$ cat config.mk
export PLATFORM = sky130hd
export DESIGN_NAME = otcr_ctrl
export DESIGN_NICKNAME = d
export VERILOG_FILES = /design/src/hw/rtl/otcr_pkg.sv /design/src/hw/rtl/otcr_ctrl.sv
export VERILOG_INCLUDE_DIRS = /design/src /design/src/hw/rtl
export SDC_FILE = /design/constraint.sdc
export NUM_CORES = 1
export LEC_CHECK = 0
export BUFFER_PORTS_ARGS = -buffer_cell sky130_fd_sc_hd__buf_4
export CAP_MARGIN = 20
export CORE_AREA = 2 2 39 41
export CTS_CLUSTER_DIAMETER = 50
export DETAILED_ROUTE_END_ITERATION = 10
export DIE_AREA = 0 0 41 43
export SLEW_MARGIN = 10
export SYNTH_ARGS = -nofsm -noshare
export SYNTH_HDL_FRONTEND = slang
export SYNTH_SLANG_ARGS = --single-unit
$ cat constraint.sdc
create_clock -name clock -period 1.4 [get_ports clock]
set_input_delay 0.21 -clock clock [delete_from_list [all_inputs] [get_ports clock]]
set_output_delay 0.21 -clock clock [all_outputs]
set_load 0.02 [all_outputs]
$ cat src/hw/rtl/assert_macros.svh
// ---------------------------------------------------------------------------
// Assertion macros
// Shared concurrent assertion helpers for the text renderer.
// ---------------------------------------------------------------------------
`ifndef ASSERT_MACROS_SVH
`define ASSERT_MACROS_SVH
// implication checked on every edge outside reset
`define ASSERT_IMPL(label, clk, rst, cond) \
   label: assert property (@(posedge clk) disable iff (rst) cond) else $error("%m failed");
// property checked even during reset
`define ASSERT_ALWAYS(label, clk, cond) \
   label: assert property (@(posedge clk) cond) else $error("%m failed");
`endif

$ cat src/hw/rtl/otcr_pkg.sv
// ---------------------------------------------------------------------------
// otcr_pkg
// Types, constants and glyph ROM of the text column renderer.
// ---------------------------------------------------------------------------
package otcr_pkg;

   localparam int GLYPH_COUNT_DEF = 159;
   localparam int LAST_COLUMN_DEF = 127;
   localparam int LAST_PAGE_DEF   = 7;
   localparam int ROM_WORDS       = 159;

   localparam logic [1:0] MODE_CHAR   = 2'd0;
   localparam logic [1:0] MODE_CURSOR = 2'd1;
   localparam logic [1:0] MODE_INVERT = 2'd2;

   localparam logic [1:0] CSR_WIDTH_SCALE   = 2'd0;
   localparam logic [1:0] CSR_DOUBLE_HEIGHT = 2'd1;
   localparam logic [1:0] CSR_AUTO_NEWLINE  = 2'd2;

   localparam logic KIND_DATA   = 1'b0;
   localparam logic KIND_WINDOW = 1'b1;

   typedef enum logic [2:0] {
      ST_IDLE,
      ST_DECODE,
      ST_COLUMN,
      ST_SPACER,
      ST_WINDOW
   } state_type;

   // controller -> datapath
   typedef struct packed {
      logic load_item;
      logic load_glyph;
      logic emit_column;
      logic emit_spacer;
      logic emit_window;
      logic next_rep;
      logic next_col;
      logic next_spacer;
      logic do_newline;
      logic do_skip;
      logic do_flip;
      logic do_cursor;
      logic do_invert;
      logic finish_glyph;
   } cmd_type;

   typedef enum logic [2:0] {
      ACT_NONE,
      ACT_NEWLINE,
      ACT_FLIP,
      ACT_SKIP,
      ACT_DRAW,
      ACT_CURSOR,
      ACT_INVERT
   } action_type;

   // datapath -> controller
   typedef struct packed {
      action_type action;
      logic       rep_last;
      logic       half_last;
      logic       col_last;
      logic       spacer_last;
   } status_type;

   function automatic logic [31:0] glyph_rom(input logic [7:0] idx);
      logic [31:0] w;
      case (idx)
         8'd0: w = 32'h00000000; 8'd1: w = 32'h00000df7; 8'd2: w = 32'h40007007;
         8'd3: w = 32'hd2fd2fd2; 8'd4: w = 32'hc60dec18; 8'd5: w = 32'hf1c8c4e3;
         8'd6: w = 32'he06e59b8; 8'd7: w = 32'h00000007; 8'd8: w = 32'h4002185e;
         8'd9: w = 32'h4001e861; 8'd10: w = 32'h40014214; 8'd11: w = 32'h40008708;
         8'd12: w = 32'h00000638; 8'd13: w = 32'h40008208; 8'd14: w = 32'h00000618;
         8'd15: w = 32'h40003330; 8'd16: w = 32'hde86d85e; 8'd17: w = 32'h8083f880;
         8'd18: w = 32'he6a69a72; 8'd19: w = 32'hda965852; 8'd20: w = 32'hd0fd2518;
         8'd21: w = 32'hd9965963; 8'd22: w = 32'hd0a69a9c; 8'd23: w = 32'hc3159841;
         8'd24: w = 32'hda96595a; 8'd25: w = 32'hdea69a46; 8'd26: w = 32'h000006db;
         8'd27: w = 32'h000006fb; 8'd28: w = 32'h40011284; 8'd29: w = 32'h8028a28a;
         8'd30: w = 32'h40004291; 8'd31: w = 32'hc7165b41; 8'd32: w = 32'hefa6d87f;
         8'd33: w = 32'hfe24927e; 8'd34: w = 32'hfa96597f; 8'd35: w = 32'hd286185e;
         8'd36: w = 32'hde86187f; 8'd37: w = 32'he186597f; 8'd38: w = 32'hc114517f;
         8'd39: w = 32'hd8a6985e; 8'd40: w = 32'hff20823f; 8'd41: w = 32'h40021fe1;
         8'd42: w = 32'h4003d870; 8'd43: w = 32'hf128413f; 8'd44: w = 32'he082083f;
         8'd45: w = 32'hff0840bf; 8'd46: w = 32'hff2040bf; 8'd47: w = 32'hde86185e;
         8'd48: w = 32'hc624927f; 8'd49: w = 32'hee46985e; 8'd50: w = 32'hf624927f;
         8'd51: w = 32'hd2a69952; 8'd52: w = 32'hc107f041; 8'd53: w = 32'hdf82081f;
         8'd54: w = 32'hc7620607; 8'd55: w = 32'hdf81c81f; 8'd56: w = 32'hf12842b1;
         8'd57: w = 32'hc3138103; 8'd58: w = 32'he3965a71; 8'd59: w = 32'h4002187f;
         8'd60: w = 32'h40030303; 8'd61: w = 32'h4003f861; 8'd62: w = 32'hc4081084;
         8'd63: w = 32'hc4210204; 8'd64: w = 32'h40004081; 8'd65: w = 32'hdcaaaa90;
         8'd66: w = 32'hd892493f; 8'd67: w = 32'hd48a289c; 8'd68: w = 32'hff924918;
         8'd69: w = 32'hccaaaa9c; 8'd70: w = 32'h8027e200; 8'd71: w = 32'hdcaaaa84;
         8'd72: w = 32'hf810413f; 8'd73: w = 32'h00000f40; 8'd74: w = 32'h00000760;
         8'd75: w = 32'he250823f; 8'd76: w = 32'h0000081f; 8'd77: w = 32'hfc0bc0be;
         8'd78: w = 32'hfc0820be; 8'd79: w = 32'hdc8a289c; 8'd80: w = 32'hc428a2bc;
         8'd81: w = 32'hfc28a284; 8'd82: w = 32'hc210423e; 8'd83: w = 32'hd2aaaaa4;
         8'd84: w = 32'h400247c4; 8'd85: w = 32'hde82081e; 8'd86: w = 32'hce42040e;
         8'd87: w = 32'hde81881e; 8'd88: w = 32'he2508522; 8'd89: w = 32'hdea28a06;
         8'd90: w = 32'he6aaaab2; 8'd91: w = 32'h40021ccc; 8'd92: w = 32'h00000fc0;
         8'd93: w = 32'h4000cce1; 8'd94: w = 32'h80108108; 8'd95: w = 32'hf85915b8;
         8'd96: w = 32'hf996597f; 8'd97: w = 32'hfa96597f; 8'd98: w = 32'hc104107f;
         8'd99: w = 32'hf07d17b0; 8'd100: w = 32'hf3869a7f; 8'd101: w = 32'hfb11e13b;
         8'd102: w = 32'hda961852; 8'd103: w = 32'hff08423f; 8'd104: w = 32'hff10943f;
         8'd105: w = 32'hf128413f; 8'd106: w = 32'hff042330; 8'd107: w = 32'hff0840bf;
         8'd108: w = 32'hff10413f; 8'd109: w = 32'hde86185e; 8'd110: w = 32'hff04107f;
         8'd111: w = 32'hc624927f; 8'd112: w = 32'hd286185e; 8'd113: w = 32'hc107f041;
         8'd114: w = 32'hdf924903; 8'd115: w = 32'hde4bf49e; 8'd116: w = 32'hf12842b1;
         8'd117: w = 32'hff41041f; 8'd118: w = 32'hff104103; 8'd119: w = 32'hff83e83f;
         8'd120: w = 32'hff41e41f; 8'd121: w = 32'hd8924fc1; 8'd122: w = 32'hff62493f;
         8'd123: w = 32'hd892493f; 8'd124: w = 32'hde965852; 8'd125: w = 32'hff87f23f;
         8'd126: w = 32'hff249276; 8'd127: w = 32'hfcaaaa90; 8'd128: w = 32'hd0a69a9c;
         8'd129: w = 32'hf4aaaabe; 8'd130: w = 32'hc20820be; 8'd131: w = 32'hdcaa9a50;
         8'd132: w = 32'hccaaaa9c; 8'd133: w = 32'hf621c236; 8'd134: w = 32'hd4aaa894;
         8'd135: w = 32'hfe10843e; 8'd136: w = 32'hfe10943e; 8'd137: w = 32'he250823e;
         8'd138: w = 32'hf0302330; 8'd139: w = 32'hfe10813e; 8'd140: w = 32'hfe20823e;
         8'd141: w = 32'hdc8a289c; 8'd142: w = 32'hfe0820be; 8'd143: w = 32'hc428a2be;
         8'd144: w = 32'hd48a289c; 8'd145: w = 32'hc20be082; 8'd146: w = 32'hdea28a06;
         8'd147: w = 32'hc853e508; 8'd148: w = 32'he2508522; 8'd149: w = 32'hfe41041e;
         8'd150: w = 32'hfe208206; 8'd151: w = 32'hfe83883e; 8'd152: w = 32'hfe41c41e;
         8'd153: w = 32'hd0a28f82; 8'd154: w = 32'hfe428a3e; 8'd155: w = 32'hd0a28a3e;
         8'd156: w = 32'hdcaaa894; 8'd157: w = 32'hdc89c23e; 8'd158: w = 32'hfe4924ac;
         default: w = 32'h00000000;
      endcase
      return w;
   endfunction

   function automatic logic [15:0] stretch_bits(input logic [7:0] v);
      logic [15:0] r;
      for (int b = 0; b < 8; b++) begin
         r[2*b]   = v[b];
         r[2*b+1] = v[b];
      end
      return r;
   endfunction

endpackage

$ cat src/hw/rtl/otcr_ctrl.sv
// ---------------------------------------------------------------------------
// otcr_ctrl
// Sequencer: decodes one transaction and steps glyph columns, spacers and window updates.
// ---------------------------------------------------------------------------
`include "assert_macros.svh"

module otcr_ctrl (
   input  logic                 clock,
   input  logic                 reset,
   input  logic                 req_valid,
   output logic                 req_stall,
   output logic                 rsp_valid,
   input  logic                 rsp_stall,
   input  otcr_pkg::status_type status,
   output otcr_pkg::cmd_type    cmd,
   output logic                 rsp_last
);
   import otcr_pkg::*;

   state_type state_ff, state_in;
   logic      fire;

   assign fire      = rsp_valid && !rsp_stall;
   assign req_stall = (state_ff != ST_IDLE);

   always_comb begin
      state_in = state_ff;
      case (state_ff)
         ST_IDLE: begin
            if (req_valid) state_in = ST_DECODE;
         end
         ST_DECODE: begin
            case (status.action)
               ACT_DRAW:                state_in = ST_COLUMN;
               ACT_NEWLINE, ACT_CURSOR: state_in = ST_WINDOW;
               default:                 state_in = ST_IDLE;
            endcase
         end
         ST_COLUMN: begin
            if (fire && status.rep_last && status.half_last && status.col_last)
               state_in = ST_SPACER;
         end
         ST_SPACER: begin
            if (fire && status.spacer_last) state_in = ST_IDLE;
         end
         ST_WINDOW: begin
            if (fire) state_in = ST_IDLE;
         end
         default: state_in = ST_IDLE;
      endcase
   end

   always_comb begin
      cmd       = '0;
      rsp_valid = 1'b0;
      rsp_last  = 1'b0;
      case (state_ff)
         ST_IDLE: begin
            cmd.load_item = req_valid;
         end
         ST_DECODE: begin
            cmd.load_glyph = (status.action == ACT_DRAW);
            cmd.do_newline = (status.action == ACT_NEWLINE);
            cmd.do_skip    = (status.action == ACT_SKIP);
            cmd.do_flip    = (status.action == ACT_FLIP);
            cmd.do_cursor  = (status.action == ACT_CURSOR);
            cmd.do_invert  = (status.action == ACT_INVERT);
         end
         ST_COLUMN: begin
            rsp_valid       = 1'b1;
            cmd.emit_column = 1'b1;
            cmd.next_rep    = fire;
            cmd.next_col    = fire && status.rep_last && status.half_last;
         end
         ST_SPACER: begin
            rsp_valid        = 1'b1;
            rsp_last         = status.spacer_last;
            cmd.emit_spacer  = 1'b1;
            cmd.next_spacer  = fire;
            cmd.finish_glyph = fire && status.spacer_last;
         end
         ST_WINDOW: begin
            rsp_valid       = 1'b1;
            rsp_last        = 1'b1;
            cmd.emit_window = 1'b1;
         end
         default: ;
      endcase
   end

   always_ff @(posedge clock) begin
      if (reset) state_ff <= ST_IDLE;
      else       state_ff <= state_in;
   end

   `ASSERT_IMPL(a_no_accept_busy, clock, reset, (state_ff != ST_IDLE) |-> req_stall)
   `ASSERT_IMPL(a_rsp_only_emit, clock, reset,
      rsp_valid |-> (state_ff == ST_COLUMN || state_ff == ST_SPACER || state_ff == ST_WINDOW))
   `ASSERT_IMPL(a_window_done, clock, reset,
      (state_ff == ST_WINDOW && fire) |=> (state_ff == ST_IDLE))

endmodule

Word level (Yosys, flattened, before mapping)
Index checks and enable logic that the tools add are counted.
{ "classes": {"eq_ne": 14, "reduce_logical": 11, "muxes": 17} }
{ "ops": {"columns": ["cell", "n"], "rows": [
  ["$pmux 3 s5", 1],
  ["$eq 3x2->1 const B", 4],
  ["$eq 3x3->1 const B", 4],
  ["$mux 3", 4],
  ["$mux 1", 8],
  ["$ne 2x2->1 const B", 4],
  ["$eq 3x1->1 const B", 2],
  ["$pmux 3 s2", 1],
  ["$logic_and 1x1->1", 5],
  ["$mux 5", 1],
  ["$reduce_and 4->1", 1],
  ["$logic_not 3->1", 1],
  ["$reduce_bool 3->1", 1],
  ["$reduce_or 3->1", 1],
  ["$mux 2", 1],
  ["$pmux 1 s2", 1],
  ["$reduce_or 2->1", 1],
  ["$logic_not 1->1", 1]
]} }
{ "totals": {"reg_bits": 3, "wordCells": 43, "input_bits": 11} }

Logic depth before layout (Yosys ltp)
{ "depth": {"ltp_word": 9, "mapped_depth": 5, "mapped_depth_nobuf": 5} }

Worst setup path after synthesis
No wires, ideal clock.
{ "synth_timing": {"path_type": "register to output", "startpoint": "register state_ff[1]", "endpoint": "output cmd[4] (netlist bit)", "stages_incl_launch_ff": 4, "n_path_buf": 0, "t_arrival_ns": 1.539, "path_slack_ns": -0.349, "cell_sequence": "dfxtp_1 -> nand2b_1 -> or3b_2 -> nor3b_1"} }
{ "synth_lines": {"columns": ["item", "line_no", "source"], "rows": [
  ["from (decl)", "otcr_ctrl.sv:20", "state_type state_ff, state_in;"],
  ["from (signal assigned)", "otcr_ctrl.sv:93", "else state_ff <= state_in;"],
  ["to (decl)", "otcr_ctrl.sv:15", "output otcr_pkg::cmd_type cmd,"]
]} }

==> flow_metrics.tcl <==
set metrics [dict create \
    cts_max_level 1 \
    worst_path_max_delay_cell "or3b_4" \
    nets 99 \
    synthXorXnorAreaFrac_pct 0 \
    hp-class "in2reg" \
    cts_buffers 3 \
    required_ns 1.19 \
    diodes 0 \
    cp_max_fo 4 \
    synth.area.top_cells "dfxtp_1 (21%), nor2_1 (9.3%), inv_1 (7.9%)" \
    reg_top3 "state_ff x3" \
    drc 0 \
    cts.clk_slew.worst_paths_ns 0.04 \
    crit_family "simple AND/OR/NAND/NOR gates" \
    clockBufferDepth 2 \
    avgSynthCellArea_sq_um 6.17 \
    synth_cell_types 20 \
    regArea_sq_um 68.8 \
    dp.cells 94 \
    synth-simple-area-share_pct 58.6 \
    grt_start_max_net_pins 7 \
    final_cells 103 \
    p_sw_uw 123 \
    arrival_ns 1.45 \
    largest_reg_flops 3 \
    coreArea_sq_um 1380 \
    rows 14 \
    hpwl_microns 784 \
    synth_seq_cells 3 \
    failed_checks "negative setup slack" \
    grt_use_total_pct 16.0 \
    routed_wl_microns 1300 \
    tightest_slew_ns 0.344 \
    cp_cell_sequence "nand2b_4, or3b_4, nor3b_4, buf_6" \
    start_util_pct 20.5 \
    ys_seq_area_share_pct 21.1 \
    synth_top_family_by_area "simple AND/OR/NAND/NOR gates" \
    cts_root_buffer "clkbuf_4" \
    clock_latency_ns 0.23 \
    internal_power_uw 272 \
    total_power_uw 395 \
    fill_cells 118 \
    place.gp.congestion 0.738 \
    die_x_microns 41 \
    fin_setup_tns_ns -1.84 \
    grt_antenna_before_repair 0 \
    slew_viol_final 0 \
    crit_buf_inv 1 \
    route.vias.total 497 \
    grt_pass1_vias 479 \
    grt_pass1_wl_microns 1970 \
    io_buffers 27 \
    setup.worst_path.class "reg2out" \
    drtAntennaViolNets 0 \
    p_leak_uw 0.000369 \
    start_kind "flip-flop" \
    drive_gt1_share_pct 75.9 \
    drv_cap 0 \
    synth_top_area_cell "dfxtp_1" \
    syn_to_final_growth_pct 183 \
    power.density_nw_per_um2 491 \
    cts_tree "yes" \
    top_register "state_ff" \
    holdBufCountCts 0 \
    synth_nets 57 \
    worst_setup_path_end_kind "primary output" \
    finClkSkew_ns 0.00237 \
    hold_violations 0 \
    netSwitchingFraction_pct 31.2 \
    pin_count 28 \
    cts_sinks 3 \
    synth-compound-area-share_pct 11.0 \
    avgViaCountPerCell 4.83 \
    drtIter0Drc 8 \
    fin_crit_ns 1.66 \
    synth_area_sq_um 284 \
    slew-limit-headroom_pct 76.8 \
    setup_viol 15 \
    multi_input_area_sq_um 323 \
    fmax_ghz 0.602 \
    synthAdderAreaFrac_pct 0 \
    die_y_microns 43 \
    overflow 0 \
    fin_hold_ws_ns 0.151 \
    dieArea_sq_um 1760 \
    clkPwrFrac_pct 39.1 \
    fin_ws_ns -0.262 \
    drt-pass1-iter-count 4 \
    post-route-period-util_pct 119 \
    synth_warnings 0 \
    vdd_ir_drop_max_uv 508 \
    synth_top_area_share_pct 21.1 \
    pwr-share-comb_pct 37.2 \
    cpPeakStageDelay_ns 0.41 \
    status "complete, but fails checks" \
    rsz0062_at_grt "true" \
    syn-instance-count 46 \
    routedWlPerCell_microns 12.6 \
    synth_mux_area_share_pct 0 \
    power_frac_seq_pct 23.7 \
]
-- layer usage --
layer | routed length [microns] | up-vias | global-route usage (%)
li1 | - | 245 | -
met1 | 568 | 233 | 23.3
met5 | 0 | - | 0
met3 | 55 | 2 | 4.71
met2 | 657 | 17 | 22.5
met4 | 13 | 0 | 4.00
-- what timing repair did --
| action | in CTS | in global routing |
|---|---|---|
| resized for setup | 30 | 14 |
| buffers inserted | 6 | 1 |
| hold endpoints to repair | 0 | 0 |
| setup endpoints to repair | 15 | 18 |
| pin swaps | 11 | 4 |
-- worst paths after layout --
| check | startpoint | to | slack (ns) | depth (start not counted) |
|---|---|---|---|---|
| worst min-delay path | reset | state_ff[2]$_SDFFE_PP0P_ | 0.15 | 2 |
| worst max-delay path | state_ff[1]$_SDFFE_PP0P_ | cmd[4] | -0.26 | 4 |
| worst max register to register | state_ff[0]$_SDFFE_PP0P_ | state_ff[0]$_SDFFE_PP0P_ | -0.01 | 4 |
| worst min register to register | state_ff[1]$_SDFFE_PP0P_ | state_ff[2]$_SDFFE_PP0P_ | 0.59 | 3 |
-- power by group through the flow --
stage               logic, uW  registers [uW]  clock network (uW)
floorplan                47.2            93.7                   0
global placement          105            94.3                   0
detailed placement        105            94.7                   0
finish                    147            93.7                 154
global route              158            93.9                 170
CTS                       140            94.3                 157
-- synthesized netlist by cell type, drive strengths merged --
master and count:
clkbuf 1, nand3 2, nor3 2, o21ai 2, a211oi 1, or3b 1
a311oi 1, nor3b 1, a21oi 1, dfxtp 3, nor4b 1, nand2 6
nor4 2, nor2 7, or4 1, and3 1, or3 3, inv 6
nand2b 4
-- cell usage in the layout (no fill, tap or decap), types with 2 or more instances in the layout --
| master | Yosys | layout |
|---|---|---|
| buf_4 | 0 | 23 |
| buf_6 | 0 | 15 |
| nor2_4 | 0 | 5 |
| inv_1 | 6 | 4 |
| nand2_2 | 0 | 3 |
| nand2_1 | 6 | 3 |
| clkbuf_4 | 0 | 3 |
| nand2b_4 | 0 | 2 |
| or3_4 | 0 | 2 |
| nand2b_1 | 3 | 2 |
| nand3_1 | 2 | 2 |
| dfxtp_4 | 0 | 2 |
-- cell type report --
class / count / share of cell area [%]
Clock buffer: 4 / 3.27
Inverter: 6 / 3.11
Multi-Input combinational cell: 36 / 40.1
Sequential cell: 3 / 8.55
Tap cell: 16 / 2.49
Timing Repair Buffer: 38 / 42.5
-- logic make-up after synthesis --
logic type / after synthesis
buffers and inverters: 7
flip-flops: 3
AND/OR/NAND/NOR: 31
AO/OA/AOI/OAI: 5
-- through the flow --
| step | setup slack, ns | util, % | area (sq um) |
|---|---|---|---|
| 2_1_floorplan | -0.0443 | - | 317 |
| 3_3_place_gp | -0.0408 | 42.0 | 581 |
| 3_5_place_dp | -0.0721 | 42.0 | 581 |
| 4_1_cts | -0.262 | 54.8 | 758 |
| 5_1_grt | -0.291 | 58.1 | 805 |
| 6_report | -0.262 | 58.1 | 805 |
Note: power is estimated with default switching activity, not from simulation.
